`src/rtl/lkvl_pkg.sv`:
```
// ----------------------------------------------------------------------------
// lkvl_pkg
// Types and constants of the looping keyframe vector interpolator
// ----------------------------------------------------------------------------
package lkvl_pkg;

	localparam int unsigned CFG_IDX_W = 2;
	localparam logic [CFG_IDX_W-1:0] CFG_CLIP_LENGTH = 2'd0;
	localparam logic [CFG_IDX_W-1:0] CFG_KEY_COUNT   = 2'd1;

	localparam logic FUNC_WRITE  = 1'b0;
	localparam logic FUNC_SAMPLE = 1'b1;

	localparam int unsigned DIV_STEPS = 16;
	localparam logic [16:0] ONE_Q16 = 17'h10000;

	// input item
	typedef struct packed {
		logic               func;
		logic [5:0]         key_index;
		logic [31:0]        key_time;
		logic signed [31:0] key_x;
		logic signed [31:0] key_y;
		logic signed [31:0] key_z;
		logic [31:0]        play_time;
	} req_t;

	// result item
	typedef struct packed {
		logic signed [31:0] value_x;
		logic signed [31:0] value_y;
		logic signed [31:0] value_z;
		logic [16:0]        blend_frac;
		logic               status;
	} rsp_t;

	typedef enum logic [1:0] {
		RD_MID,
		RD_START,
		RD_END
	} rd_sel_t;

	typedef enum logic [3:0] {
		ST_IDLE,
		ST_SRCH_RD,
		ST_SRCH_CMP,
		ST_RD_S,
		ST_RD_E,
		ST_LD_END,
		ST_SPAN,
		ST_PREP,
		ST_DIV,
		ST_MUL,
		ST_FIN
	} state_t;

	// controller to datapath
	typedef struct packed {
		logic       wr_key;
		logic       take_sample;
		rd_sel_t    rd_sel;
		logic       srch_step;
		logic       ld_start;
		logic       ld_end;
		logic       calc_span;
		logic       prep;
		logic       div_step;
		logic       mul_en;
		logic [1:0] mul_idx;
		logic       acc_en;
		logic [1:0] acc_idx;
		logic       out_load;
	} cmd_t;

	// datapath to controller
	typedef struct packed {
		logic srch_done;
		logic need_div;
		logic out_full;
	} sts_t;

endpackage

```
`src/rtl/lkvl_ctrl.sv`:
```
// ----------------------------------------------------------------------------
// lkvl_ctrl
// Sequencer: search, key fetch, span, division and blend steps
// ----------------------------------------------------------------------------
module lkvl_ctrl import lkvl_pkg::*; (
	input  logic clk,
	input  logic arst_n,
	input  logic req_valid,
	input  logic req_func,
	output logic req_stall,
	input  sts_t sts,
	output cmd_t cmd
);

	state_t     state_q, state_d;
	logic [4:0] cnt_q, cnt_d;

	// state and step counter
	always_ff @(posedge clk or negedge arst_n) begin
		if (!arst_n) begin
			state_q <= ST_IDLE;
			cnt_q   <= '0;
		end else begin
			state_q <= state_d;
			cnt_q   <= cnt_d;
		end
	end

	// next state and commands
	always_comb begin
		state_d   = state_q;
		cnt_d     = cnt_q;
		cmd       = '0;
		cmd.rd_sel = RD_MID;
		req_stall = 1'b1;
		unique case (state_q)
			ST_IDLE: begin
				req_stall = 1'b0;
				if (req_valid) begin
					if (req_func == FUNC_WRITE) begin
						cmd.wr_key = 1'b1;
					end else begin
						cmd.take_sample = 1'b1;
						state_d = ST_SRCH_RD;
					end
				end
			end
			ST_SRCH_RD: begin
				cmd.rd_sel = RD_MID;
				if (sts.srch_done) state_d = ST_RD_S;
				else state_d = ST_SRCH_CMP;
			end
			ST_SRCH_CMP: begin
				cmd.srch_step = 1'b1;
				state_d = ST_SRCH_RD;
			end
			ST_RD_S: begin
				cmd.rd_sel = RD_START;
				state_d = ST_RD_E;
			end
			ST_RD_E: begin
				cmd.ld_start = 1'b1;
				cmd.rd_sel = RD_END;
				state_d = ST_LD_END;
			end
			ST_LD_END: begin
				cmd.ld_end = 1'b1;
				state_d = ST_SPAN;
			end
			ST_SPAN: begin
				cmd.calc_span = 1'b1;
				state_d = ST_PREP;
			end
			ST_PREP: begin
				cmd.prep = 1'b1;
				cnt_d = '0;
				if (sts.need_div) state_d = ST_DIV;
				else state_d = ST_MUL;
			end
			ST_DIV: begin
				cmd.div_step = 1'b1;
				if (cnt_q == 5'(DIV_STEPS - 1)) begin
					cnt_d = '0;
					state_d = ST_MUL;
				end else begin
					cnt_d = cnt_q + 5'd1;
				end
			end
			ST_MUL: begin
				// product of one component, sum of the previous one
				cmd.mul_en  = (cnt_q != 5'd3);
				cmd.mul_idx = cnt_q[1:0];
				cmd.acc_en  = (cnt_q != 5'd0);
				cmd.acc_idx = cnt_q[1:0] - 2'd1;
				if (cnt_q == 5'd3) begin
					cnt_d = '0;
					state_d = ST_FIN;
				end else begin
					cnt_d = cnt_q + 5'd1;
				end
			end
			ST_FIN: begin
				if (!sts.out_full) begin
					cmd.out_load = 1'b1;
					state_d = ST_IDLE;
				end
			end
			default: state_d = ST_IDLE;
		endcase
	end

endmodule

```
`config.mk`:
```
export PLATFORM = sky130hd
export DESIGN_NAME = lkvl_ctrl
export DESIGN_NICKNAME = d
export VERILOG_FILES = /design/src/rtl/lkvl_pkg.sv /design/src/rtl/lkvl_ctrl.sv
export SDC_FILE = /design/constraint.sdc
export NUM_CORES = 1
export LEC_CHECK = 0
export ABC_AREA = 1
export BUFFER_PORTS_ARGS = -buffer_cell sky130_fd_sc_hd__buf_2
export CAP_MARGIN = 20
export CORE_MARGIN = 4
export CORE_UTILIZATION = 43
export CTS_CLUSTER_DIAMETER = 80
export DETAILED_ROUTE_END_ITERATION = 7
export GPL_ROUTABILITY_DRIVEN = 0
export PLACE_DENSITY_LB_ADDON = 0.05
export RECOVER_POWER = 100
export SLEW_MARGIN = 15
export SYNTH_ARGS = -nofsm -noshare
export SYNTH_HDL_FRONTEND = slang
export SYNTH_SLANG_ARGS = --single-unit
export TNS_END_PERCENT = 10
```
`constraint.sdc`:
```
create_clock -name clk -period 1.8 [get_ports clk]
set_input_delay 0.18 -clock clk [delete_from_list [all_inputs] [get_ports clk]]
set_output_delay 0.18 -clock clk [all_outputs]
set_load 0.05 [all_outputs]
```
==> metrics.txt, run 1 <==
Clk Latency, worst-skew pair 0.26 ns; ys flop type dfrtp_1; Slew Viols, Final 0; Fmax 0.576 GHz; leakage 0.553 nW; RSZ-0062 raised after global routing false; pin count of the biggest net entering global routing 10; CTS Buffer Depth 2; final core occ 60.0%; via density per instance 4.98; Root Buffer clkbuf_4; leading area contributor after synthesis dfrtp_1; Critical Path End Type output port; CP required 1.62 ns; unique cell type count in the Yosys netlist 23; worst-path fanout max 7; Overall Global Routing Usage 15.9%; Final Cell Area 935 µm²; Die W 49.3 µm; top post-synthesis cells by count nand2_1 (27), inv_1 (19), nor2_1 (19), nand3_1 (10), dfrtp_1 (9); DRC 0; PnR worst setup slack 0.0630 ns; via count 796; # setup viols final 0; Core Rows 14; chip height 49.3 µm; share of cells above drive strength 1 28.5%; Routed WL per cell 11.1 µm; vias in the first global route 736; most frequent cell after synthesis nand2_1; Setup Crit Path Kind reg -> out; total net switching power 0.726 mW; first-pass GRT wire length 3070 µm; clock-pin slew on the worst setup and hold paths 0.06 ns; H-tree Lvls 1; Layout Area Growth over Synthesis 27.5%; core box area 1560 µm²; VDD IR max 996 µV; post-synth top area share 30.7%; actual slew at the worst max-slew pin 0.598 ns; DR iter-0 viols 24; Gate power share 62.5%; register bit total from synthesis 9; Post-synth ARST share 100%; Post-Syn Instances 114; antenna-violating nets left 0; Worst EP arrival 1.56 ns; max cap viols 0; pre-CTS WS 0.163 ns; synth warn 0; n_diodes 0; num ports 25; largest cells by area after synthesis dfrtp_1 (31%), nand2_1 (14%), inv_1 (9.7%); post-route minimum period 1.74 ns; register area share after synthesis 30.7%; Power Internal 0.549 mW; die area 2430 µm²; Post-CTS Setup Bufs 0; Post-synth EDFFs 0; IO buf count 24; syn nets 125; dpl hpwl 1480 µm; total clock sinks 9; Mapped Avg Cell Area 6.43 µm²; total congestion overflow 0; Hold Vio Cnt, Final 0; crit start category register; Num CTS Buffers 3; Slew HR 60.3%; final setup skew 0.00972 ns; period utilization 96.5%; effective utilization at floorplan 47.0%; Sw Share 56.9%; area of placed instances 888 µm²; Hold WC Path Type in -> reg; Detailed Routing Iterations Pass 1 4; Clock power frac 12.3%; # nets final 156; worst hold margin 0.234 ns; Mapped Area 733 µm²; setup TNS 0 ns; outcome finished clean; Total Routed Length 1780 µm; power per cell area 1360 nW/µm²; initial antenna violation count 0; CTS tree yes; Reg power frac 25.3%
==> layer usage <==
| metal | global-route usage (%) | wire [µm] |
|---|---|---|
| met1 | 22.7 | 918 |
| met2 | 23.7 | 750 |
| met3 | 4.89 | 105 |
| met4 | 2.84 | 10 |
| met5 | 0 | 0 |
==> registers in the layout, summed over array words and instances (netlist names) <==
name	count
state_q	4
cnt_q	5
==> cell families (layout without fill, tap and decap cells) <==
| logic type | after synthesis | in the layout | synth area share, % |
|---|---|---|---|
| flops | 9 | 9 | 30.7 |
| buf+inv | 23 | 53 | 13.3 |
| simple gates | 67 | 67 | 40.6 |
| xor+xnor | 1 | 1 | 1.19 |
| fa+ha+maj | 4 | 4 | 6.83 |
| compound gates | 10 | 10 | 7.34 |
==> stage by stage <==
step | instances | power (mW)
2_1_floorplan | 114 | 0.936
3_3_place_gp | 155 | 1.11
3_5_place_dp | 155 | 1.10
4_1_cts | 160 | 1.26
5_1_grt | 160 | 1.38
6_report | 160 | 1.27
==> repair_timing <==
action	in CTS	in global routing
setup endpoints to repair	5	8
pin swaps	0	1
endpoints found under the hold margin	9	0
hold buffers	1	0
gates resized for setup	2	5
==> critical path, stage by stage, from the launching register on <==
cell	delay, ns
dfrtp_2	0.46
inv_2	0.11
nand2_2	0.07
nor2_4	0.15
inv_1	0.11
a31oi_1	0.18
buf_4	0.23
==> worst paths after layout <==
kind | depth (start not counted) | startpoint | slack [ns] | to
min in group asynchronous | 2 | arst_n | 0.40 | cnt_q[0]
setup / recovery | 6 | state_q[1] | 0.06 | cmd[3]
hold reg to reg | 2 | cnt_q[4] | 0.60 | cnt_q[4]
max in group asynchronous | 2 | arst_n | 1.02 | state_q[1]
hold / removal | 3 | sts[0] | 0.23 | state_q[1]
setup reg to reg | 8 | cnt_q[1] | 0.20 | state_q[3]
==> cell usage in the layout (no fill, tap or decap), types with 2 or more instances in the layout <==
| master | n |
|---|---|
| buf_2 | 9 |
| buf_4 | 4 |
| clkbuf_1 | 3 |
| clkbuf_2 | 12 |
| clkbuf_4 | 3 |
| dfrtp_1 | 7 |
| dfrtp_2 | 2 |
| ha_1 | 4 |
| inv_1 | 19 |
| inv_2 | 2 |
| nand2_1 | 27 |
| nand2_2 | 2 |
| nand3_1 | 10 |
| nor2_1 | 18 |
| nor2_2 | 3 |
| o21ai_0 | 6 |
==> power groups by stage <==
stage	clock (mW)	combinational [mW]	sequential [mW]
2_1_floorplan	0	0.649	0.287
3_3_place_gp	0	0.792	0.315
3_5_place_dp	0	0.788	0.316
4_1_cts	0.155	0.796	0.313
5_1_grt	0.166	0.882	0.333
6_report	0.156	0.797	0.322
==> final cells by class <==
| cell class | count | area (µm²) |
|---|---|---|
| Tap cell | 16 | 20.0 |
| Sequential cell | 9 | 228 |
| Clock buffer | 4 | 26.3 |
| Timing Repair Buffer | 28 | 153 |
| Fill cell | 160 | 624 |
| Multi-Input combinational cell | 82 | 429 |
| Inverter | 21 | 78.8 |
Note: power is estimated with default switching activity, not from simulation.
==> inputs of run 2 (changes only) <==
ABC_AREA = not set   (was 1)
==> run 2 against run 1 <==
The flow now finishes with violations (setup timing). Core utilization up 10 points. Sequential share of layout area decreased by 3.8 points. Critical path depth rose by 3. Maximum frequency down 8.3%. Area after synthesis increased by 0.85%. Critical endpoint is now cnt_q[2]. Largest power group unchanged. Non-clock buffer count increased by 21.
==> metrics.txt, run 2 <==
outcome finished, violations left; failing checks setup timing; Hold Vio Cnt, Final 0; core box area 1560 µm²; Post-synth EDFFs 0; register bit total from synthesis 9; Post-Synth XOR/XNOR Area 1.18%; CP cell instances ha_2 -> nand3_2 -> inv_1 -> ha_2 -> and2b_2 -> a311oi_4 -> buf_4 -> a21oi_1 -> a31oi_1; Slew Viols, Final 0; main combinational cell family by area after synthesis simple AND/OR/NAND/NOR gates; post-synth top area share 30.5%; CTS tree yes; final setup skew 0.00573 ns; period utilization 105%; Hold WC Path Type in -> reg; vias in the first global route 696; max FFs per register 5; Largest stage delay, worst path 0.38 ns; fill cell count 137; Mapped Area 739 µm²; die area 2450 µm²; adder-cell share of the synthesized area 6.77%; actual slew at the worst max-slew pin 0.482 ns; # setup viols final 5; antenna-violating nets left 0; CTS Buffer Depth 2; synth warn 0; crit-path most repeated cell ha_2; Total Routed Length 1910 µm; PnR worst setup slack -0.0942 ns; total clock sinks 9; RSZ-0062 raised after global routing true; # nets final 145; via density per instance 5.15; Post-synth ARST share 100%; power per cell area 1610 nW/µm²; setup TNS -0.239 ns; Overall Global Routing Usage 17.4%; worst-path fanout max 5; unique cell type count in the Yosys netlist 34; n_diodes 0; crit start category register; DRC 0; Slew HR 67.8%; Clk Latency, worst-skew pair 0.27 ns; DR iter-0 viols 9; commonest non-fill, non-tap cell in the layout buf_4; ys flop type dfrtp_1; largest cells by area after synthesis dfrtp_1 (30%), ha_1 (6.8%), nor2_1 (5.1%); multiplexer share of the synthesized area 1.52%; Biggest register cnt_q; pre-CTS WS -0.172 ns; Root Buffer clkbuf_4; leakage 0.561 nW; clock-pin slew on the worst setup and hold paths 0.06 ns; effective utilization at floorplan 47.4%; most frequent cells in the layout buf_4 (23), buf_2 (13), nor2_1 (10); dpl hpwl 1430 µm; pin count of the biggest net entering global routing 10; first-pass GRT wire length 3140 µm; Synth Area in Compound Gates 22.7%; area of placed instances 990 µm²; register area share after synthesis 30.5%; num ports 25; Setup Crit Path Kind reg -> reg; slowest stage cell, crit path dfrtp_1; post-route minimum period 1.89 ns; Routed WL per cell 12.8 µm; CP required 1.96 ns; top post-synthesis cells by count nor2_1 (10), dfrtp_1 (9), nand2_1 (7), a21oi_1 (6), inv_1 (6); Critical Path End Type register; Fmax 0.528 GHz; leading area contributor after synthesis dfrtp_1; Mapped Avg Cell Area 8.70 µm²; Worst EP arrival 2.05 ns; Num CTS Buffers 3; via count 767; syn nets 96; Post-Syn Instances 85; Detailed Routing Iterations Pass 1 3; share of cells above drive strength 1 50.4%; chip height 49.5 µm; initial antenna violation count 0; most frequent cell after synthesis nor2_1; Core Rows 14; IO buf count 24; H-tree Lvls 1; Layout Area Growth over Synthesis 47.9%; total congestion overflow 0; Final Cell Area 1090 µm²; VDD IR max 878 µV; max cap viols 0; Largest regs cnt_q: 5 flops, state_q: 4 flops; Die W 49.5 µm; Synth Area in Simple Gates 28.8%
run 2: cell count changes after synthesis, moves of 5 or more:
cell	delta
nor2_1	-9
nand2_1	-20
nand3_1	-8
inv_1	-13
a21oi_1	+5
run 2: cell families after synthesis:
kind of cell | after synthesis
buf+inv | 11
compound gates | 21
fa+ha+maj | 4
simple gates | 38
flops | 9
mux | 1
xor+xnor | 1
run 2: repair_timing:
action | 4_1_cts | 5_1_grt
endpoints found under the setup margin | 9 | 16
gates resized for setup | 5 | 10
hold endpoints to repair | 9 | 0
cloned | 0 | 0
buffers inserted | 5 | 0
pin swaps | 5 | 1
hold buffers | 1 | 0
run 2: area by class of cell:
class	count	area, µm²	area share [%]
Multi-Input combinational cell	65	474	43.4
Timing Repair Buffer	49	324	29.6
Sequential cell	9	225	20.6
Clock buffer	3	22.5	2.06
Inverter	6	22.5	2.06
Tap cell	16	20.0	1.83
Clock inverter	1	5.00	0.458
run 2: worst max-delay path: cells and delay by family, from the launching register on:
kind	cells	cell delay (ns)
compound gates	3	0.54
flops	1	0.38
fa+ha+maj	2	0.35
simple gates	2	0.29
buf+inv	2	0.23
run 2: worst paths after layout:
check	startpoint	end	slack, ns	depth (start not counted)
max reg2reg	cnt_q[1]	cnt_q[2]	-0.09	9
min in group asynchronous	arst_n	cnt_q[3]	0.38	2
max in group asynchronous	arst_n	cnt_q[0]	1.09	2
min	sts[0]	state_q[3]	0.35	3
max	cnt_q[1]	cnt_q[2]	-0.09	9
min reg2reg	cnt_q[3]	cnt_q[3]	0.57	1
run 2: through the flow:
step | total power, mW | hold slack (ns) | std cells | util (%)
detailed placement | 1.60 | 0.0405 | 139 | 63.5
floorplan | 1.26 | -0.116 | 85 | -
finish | 1.76 | 0.350 | 149 | 70.1
global route | 1.89 | 0.357 | 149 | 70.1
global placement | 1.59 | 0.0477 | 139 | 63.5
CTS | 1.78 | 0.285 | 149 | 69.4
run 2: report_power, final:
group / internal [mW] / switching (mW) / leakage [nW]
Combinational: 0.492 / 0.773 / 0.426
Sequential: 0.273 / 0.0666 / 0.118
Clock: 0.0821 / 0.0761 / 0.0177
run 2: layer usage:
metal | GRT usage [%] | part of all wire, % | wire length [µm]
met1 | 22.9 | 47 | 894
met2 | 24.8 | 43 | 827
met3 | 6.63 | 7.8 | 149
met4 | 8.29 | 2.2 | 42
met5 | 0 | 0 | 0
